===== config.mk =====
export PLATFORM = sky130hd
export DESIGN_NAME = mie_div_unit
export DESIGN_NICKNAME = d
export VERILOG_FILES = /design/src/rtl/core/mie_pkg.sv /design/src/rtl/core/mie_div_unit.sv
export SDC_FILE = /design/constraint.sdc
export NUM_CORES = 1
export LEC_CHECK = 0
export BUFFER_PORTS_ARGS = -buffer_cell sky130_fd_sc_hd__buf_2
export CORE_MARGIN = 3
export CORE_UTILIZATION = 50
export DETAILED_ROUTE_END_ITERATION = 12
export PLACE_DENSITY = 0.87
export SYNTH_ARGS = -nofsm -noshare
export SYNTH_HDL_FRONTEND = slang
export SYNTH_SLANG_ARGS = --single-unit

===== constraint.sdc =====
create_clock -name clk -period 4.85 [get_ports clk]
set_input_delay 0.2425 -clock clk [delete_from_list [all_inputs] [get_ports clk]]
set_output_delay 0.2425 -clock clk [all_outputs]
set_load 0.03 [all_outputs]

===== src/rtl/core/mie_pkg.sv =====
package mie_pkg;

  localparam int WIDTH = 32;
  localparam int CNT_W = $clog2(WIDTH);

  // Control from the sequencer to the quotient unit
  typedef struct packed {
    logic init;
    logic step;
  } div_ctrl_t;

endpackage


===== src/rtl/core/mie_div_unit.sv =====
// Restoring divider, one quotient bit per step, MSB first. The quotient is
// folded straight into acc = q * mult by shift-and-add, so no quotient
// register and no multiplier are needed.
module mie_div_unit
  import mie_pkg::*;
(
  input  logic             clk,
  input  div_ctrl_t        ctrl,
  input  logic [WIDTH-1:0] dividend,
  input  logic [WIDTH-1:0] divisor,
  input  logic [WIDTH-1:0] mult,
  output logic [WIDTH-1:0] rem,
  output logic [WIDTH-1:0] acc
);

  logic [WIDTH-1:0] dvd;
  logic [WIDTH+1:0] diff;
  logic             ge;

  assign diff = {1'b0, rem, dvd[WIDTH-1]} - {2'b00, divisor};
  assign ge   = ~diff[WIDTH+1];

  always_ff @(posedge clk) begin
    if (ctrl.init) begin
      rem <= '0;
      dvd <= dividend;
      acc <= '0;
    end else if (ctrl.step) begin
      rem <= ge ? diff[WIDTH-1:0] : {rem[WIDTH-2:0], dvd[WIDTH-1]};
      dvd <= {dvd[WIDTH-2:0], 1'b0};
      acc <= {acc[WIDTH-2:0], 1'b0} + (ge ? mult : '0);
    end
  end

endmodule


* Yosys cells after proc, flatten, opt, wreduce, memory -nomap -nowiden *
Index checks and enable logic that the tools add are counted.

storage, ports and cells
  memory bits (read-only) = 0
  word-level logic and storage cells = 10
  register bits = 96
  output and inout bits = 64
  latch bits = 0
  RAM bits = 0
  memories = 0

cells by class
  add/sub/neg operators = 2
  shift operators = 0
  equality and inequality tests = 0
  multiplexer cells = 4
  bitwise gates (word level) = 0
  multipliers = 0
  reductions and logical operators = 1
  order comparisons = 0
  div/mod/pow operators = 0

operators by type and width
  kind               count
  $mux 32            4
  $sub 33x32->34     1
  $add 32x32->32     1
  $reduce_bool 2->1  1

* Depth between registers and ports, before layout *
  depth after elaboration = 3
  depth in mapped cells = 26

* Worst setup path after synthesis *
No wires, ideal clock.

  path type = flip-flop to flip-flop
  from = reg rem[2]
  to = reg acc[30]
  path slack = -0.424 ns
  data arrival time = 5.145 ns
  period minus slack after synthesis = 5.274 ns
  stages on the path, launching flop included = 25
  required time = 4.721 ns
  path buffers = 3
  path through = dfxtp_1 ha_1 a21o_1 a21oi_1 a21oi_2 o21a_2 a211oi_1 o31a_1 o211a_4 or2_1 buf_2 buf_6 clkbuf_1 nor2b_1 ha_1 a21oi_1 o221ai_1 a221o_1 a221oi_1 a21oi_1 nor2b_1 a211oi_1 a21oi_1 xnor2_1 o21ai_0

on the way
  longest elaborated chain between the ends = 3

RTL lines
  item                    line                RTL
  start, declared         mie_div_unit.sv:12  output logic [WIDTH-1:0] rem,
  start signal, assigned  mie_div_unit.sv:29  rem <= ge ? diff[WIDTH-1:0] : {rem[WIDTH-2:0], dvd[WIDTH-1]};
  $sub 33x32->34          mie_div_unit.sv:20  assign diff = {1'b0, rem, dvd[WIDTH-1]} - {2'b00, divisor};
  $mux 32                 mie_div_unit.sv:31  acc <= {acc[WIDTH-2:0], 1'b0} + (ge ? mult : '0);
  $add 32x32->32          mie_div_unit.sv:31
  end signal, assigned    mie_div_unit.sv:31
  end, declared           mie_div_unit.sv:13  output logic [WIDTH-1:0] acc

No other way between the ends.
A chain may end at the register's enable or synchronous reset.

* Final worst setup path *
  from = reg rem[0]
  to = reg acc[24]

The elaborated chain is that of the path after synthesis.

==> impl_metrics.env <==
export IMPL_synth_flop_cell="dfxtp_1"
export IMPL_portBuffers=162
export IMPL_fillers=1128
export IMPL_coreArea_um2=13930
export IMPL_holdBufCountCts=0
export IMPL_cts_buffer_depth=2
export IMPL_h_tree_depth=3
export IMPL_initial_core_util=0.5150
export IMPL_grt_use_total=0.2388
export IMPL_final_period_utilization=0.9719
export IMPL_synthesis_instances=829
export IMPL_area_growth_pct=27.55
export IMPL_vias=6942
export IMPL_crit_type="flip-flop to flip-flop"
export IMPL_relSlewSlack=0.1946
export IMPL_vias_per_cell=5.714
export IMPL_ys_seq_elements=96
export IMPL_die_x_um=125.8
export IMPL_reg2reg_depth=23
export IMPL_finClkSkew_ns=0.006508
export IMPL_antenna_found_initial=0
export IMPL_postSynthAreaPerCell_um2=8.657
export IMPL_power_internal_w=0.001849
export IMPL_cts_tree="built"
export IMPL_drive_above_1_share=0.3188
export IMPL_cp_slowest_cell="o31a_1"
export IMPL_drt_first_pass_iters=7
export IMPL_outcome="finished, final reports clean"
export IMPL_critPathLaunchType="flip-flop"
export IMPL_globalplace_congestion=0.8966
export IMPL_clk_pin_slew_ns=0.07
export IMPL_cts_root_buf="clkbuf_16"
export IMPL_holdWs_ns=0.1585
export IMPL_final_area_um2=9154
export IMPL_ant_nets=0
export IMPL_yosys_warnings=0
export IMPL_r2r_end="acc[24]"
export IMPL_wire_per_inst_um=16.27
export IMPL_holdPathEnd="acc[0]"
export IMPL_holdPathStages=3
export IMPL_instances_no_fill=1215
export IMPL_critical_path_top_delay_family="compound AO/OA/AOI/OAI gates"
export IMPL_power_leakage_nw=4.435
export IMPL_chipHeight_um=125.8
export IMPL_maxSlewViolCount=0
export IMPL_min_delay_start="mult[0]"
export IMPL_synth_edff_count=32
export IMPL_hold_viol_final=0
export IMPL_drc=0
export IMPL_setup_violations_final=0
export IMPL_p_clk_frac=0.295
export IMPL_yosysSeqAreaShare=0.3124
export IMPL_max_cap_violations=0
export IMPL_crit_chain="ha_1 -> nor2b_2 -> o2111ai_2 -> a21oi_2 -> o21a_2 -> a211oi_2 -> o31a_1 -> o211a_4 -> or2_4 -> buf_12 -> nor2b_1 -> ha_1 -> inv_1 -> o221ai_1 -> a221o_1 -> a221oi_2 -> a21oi_2 -> buf_4 -> nor2_1 -> o21bai_1 -> a21oi_1 -> xor2_1 -> o21ai_1"
export IMPL_p_switching_w=0.0009236
export IMPL_postRouteWirelength_mm=19.77
export IMPL_vdd_drop_max_uv=190.5
export IMPL_synth_area_um2=7177
export IMPL_grt_max_degree=59
export IMPL_cts_sinks=96
export IMPL_seqCellArea_um2=2257
export IMPL_grt_overflow_total=0
export IMPL_critPathRequiredTime_ns=5.05
export IMPL_nets=1193
export IMPL_rsz0062_at_grt="yes"
export IMPL_p_sw_frac=0.3331
export IMPL_crit_buf_inv=3
export IMPL_place_hpwl_mm=14.48
export IMPL_grt_pass1_vias=6743
export IMPL_rows=43
export IMPL_worst_path_max_fanout=7
export IMPL_cts_inserted_buffers=9
export IMPL_clk_latency_ns=0.35
export IMPL_slowest_delay_ns=0.36
export IMPL_ys_types=59
export IMPL_seq_power_share=0.349
export IMPL_io_pins=163
export IMPL_tightest_slew_ns=1.207
export IMPL_async_reset_ff_frac=0
export IMPL_end_kind="flip-flop"
export IMPL_r2r_slack_ns=0.14
export IMPL_arrival_ns=4.91
export IMPL_diodes=0
export IMPL_hold_path_class="input port to flip-flop"
export IMPL_drt_iter0_markers=427
export IMPL_syn_num_nets=992
export IMPL_placed_cell_area_um2=8581
export IMPL_dp_cells=1192
export IMPL_fin_util=0.6569
export IMPL_power_w=0.002773
export IMPL_p_per_area_nw_per_um2=302.9
export IMPL_dieArea_um2=15830
export IMPL_grt_pass1_wl_mm=31.49
export IMPL_rr_startpoint="rem[0]"
export IMPL_power_frac_comb=0.356
export IMPL_clock_fmax_mhz=212.2
export IMPL_multi_input_area_um2=4825
export IMPL_fin_crit_ns=4.714
-- how the worst max path moves through the flow --
stage,start,to,slack [ns],cells past startpoint
finish,rem[0],acc[24],0.14,23
global route,dvd[31],acc[27],-0.17,23
CTS,rem[0],acc[28],0.007,22
detailed placement,divisor[1],acc[28],-0.13,24
global placement,divisor[1],acc[28],-0.04,24
floorplan,rem[7],acc[30],0.006,24
-- cells in the mapped netlist, drive strengths merged (2+ instances only) --
library cell / number / area share
o21a: 10 / 0.011
mux2i: 35 / 0.049
o21bai: 8 / 0.0084
ha: 62 / 0.11
xnor2: 29 / 0.035
or3: 5 / 0.0044
o22ai: 5 / 0.0044
o21ai: 48 / 0.033
a21oi: 62 / 0.044
and4b: 2 / 0.0028
a211o: 3 / 0.0037
nor2b: 39 / 0.034
clkbuf: 30 / 0.016
a21o: 26 / 0.027
o31ai: 4 / 0.0042
nand4: 8 / 0.0070
and2: 2 / 0.0017
xor2: 23 / 0.028
a31oi: 6 / 0.0052
and4: 2 / 0.0024
or2: 3 / 0.0026
a2111oi: 4 / 0.0049
nand3: 9 / 0.0063
buf: 7 / 0.0058
a311oi: 7 / 0.0094
nand2b: 8 / 0.0070
dfxtp: 64 / 0.18
mux2: 31 / 0.049
a32oi: 2 / 0.0024
nor3: 10 / 0.0070
fa: 2 / 0.0056
a211oi: 30 / 0.031
nand3b: 2 / 0.0021
o211ai: 2 / 0.0021
nand2: 54 / 0.028
o31a: 3 / 0.0037
inv: 49 / 0.026
edfxtp: 32 / 0.13
a31o: 2 / 0.0024
and3: 8 / 0.0070
nor2: 81 / 0.042
-- cells in the final DEF, fill, tap and decap left out, types with 10 or more instances in the layout --
master	Yosys	layout
buf_2	3	162
nor2_1	81	80
buf_4	1	62
ha_1	62	56
dfxtp_1	64	56
nand2_1	54	54
a21oi_1	61	52
inv_1	49	49
o21ai_0	48	44
mux2i_1	35	35
edfxtp_1	32	32
nor2b_1	39	31
mux2_2	31	31
xnor2_1	29	29
a211oi_1	30	26
a21o_1	26	26
xor2_1	23	23
a21oi_2	1	10
-- state kept, by name, summed over array words and instances, names as in the netlist --
| signal | flops |
|---|---|
| rem | 32 |
| acc | 32 |
| dvd | 32 |
-- worst min-delay path, cell delays in order --
cell	delay, ns
buf_2	0.11
nand2_1	0.05
o21ai_0	0.06
-- routing by layer --
metal  track usage  part of all wire  vias to the layer above
li1              -                 -                     3389
met1        0.2967              0.42                     3271
met2        0.4172              0.49                      245
met3       0.05344             0.067                       37
met4       0.06751             0.021                        0
met5             0                 0                        -
-- what timing repair did --
item / CTS / global route
pin swaps: 1 / 27
setup buffers: 1 / 6
gates resized for setup: 1 / 44
setup endpoints to repair: 5 / 16
gates cloned: 0 / 0
-- power groups by stage --
stage,Clock [W],Sequential [W],Combinational [W]
floorplan,0,0.00106,0.000564
global placement,0,0.000980,0.000912
detailed placement,0,0.000982,0.000931
CTS,0.000837,0.000966,0.000939
global route,0.000861,0.000977,0.00108
finish,0.000817,0.000968,0.000988
-- layout make-up --
class | instances | area share
Multi-Input combinational cell | 647 | 0.5271
Sequential cell | 96 | 0.2466
Timing Repair Buffer | 227 | 0.1450
Clock buffer | 9 | 0.02460
Tap cell | 180 | 0.02460
Inverter | 49 | 0.02009
Clock inverter | 7 | 0.01203
-- metrics by stage --
| stage | setup slack (ns) | setup TNS (ns) |
|---|---|---|
| 6_report | 0.1364 | 0 |
| 5_1_grt | -0.1743 | -0.9051 |
| 4_1_cts | 0.007245 | 0 |
| 3_5_place_dp | -0.1336 | -0.4650 |
| 3_3_place_gp | -0.04139 | -0.06456 |
| 2_1_floorplan | 0.005853 | 0 |
-- logic make-up (layout without fill, tap and decap cells) --
family / count (synthesis) / in the layout / synth area share
buf+inv: 86 / 292 / 0.04724
flops: 96 / 96 / 0.3124
xor+xnor: 52 / 52 / 0.06346
simple gates: 234 / 234 / 0.1559
compound gates: 231 / 231 / 0.2099
fa+ha+maj: 64 / 64 / 0.1137
mux: 66 / 66 / 0.09745
No activity file was read; power rests on OpenSTA's default activity.
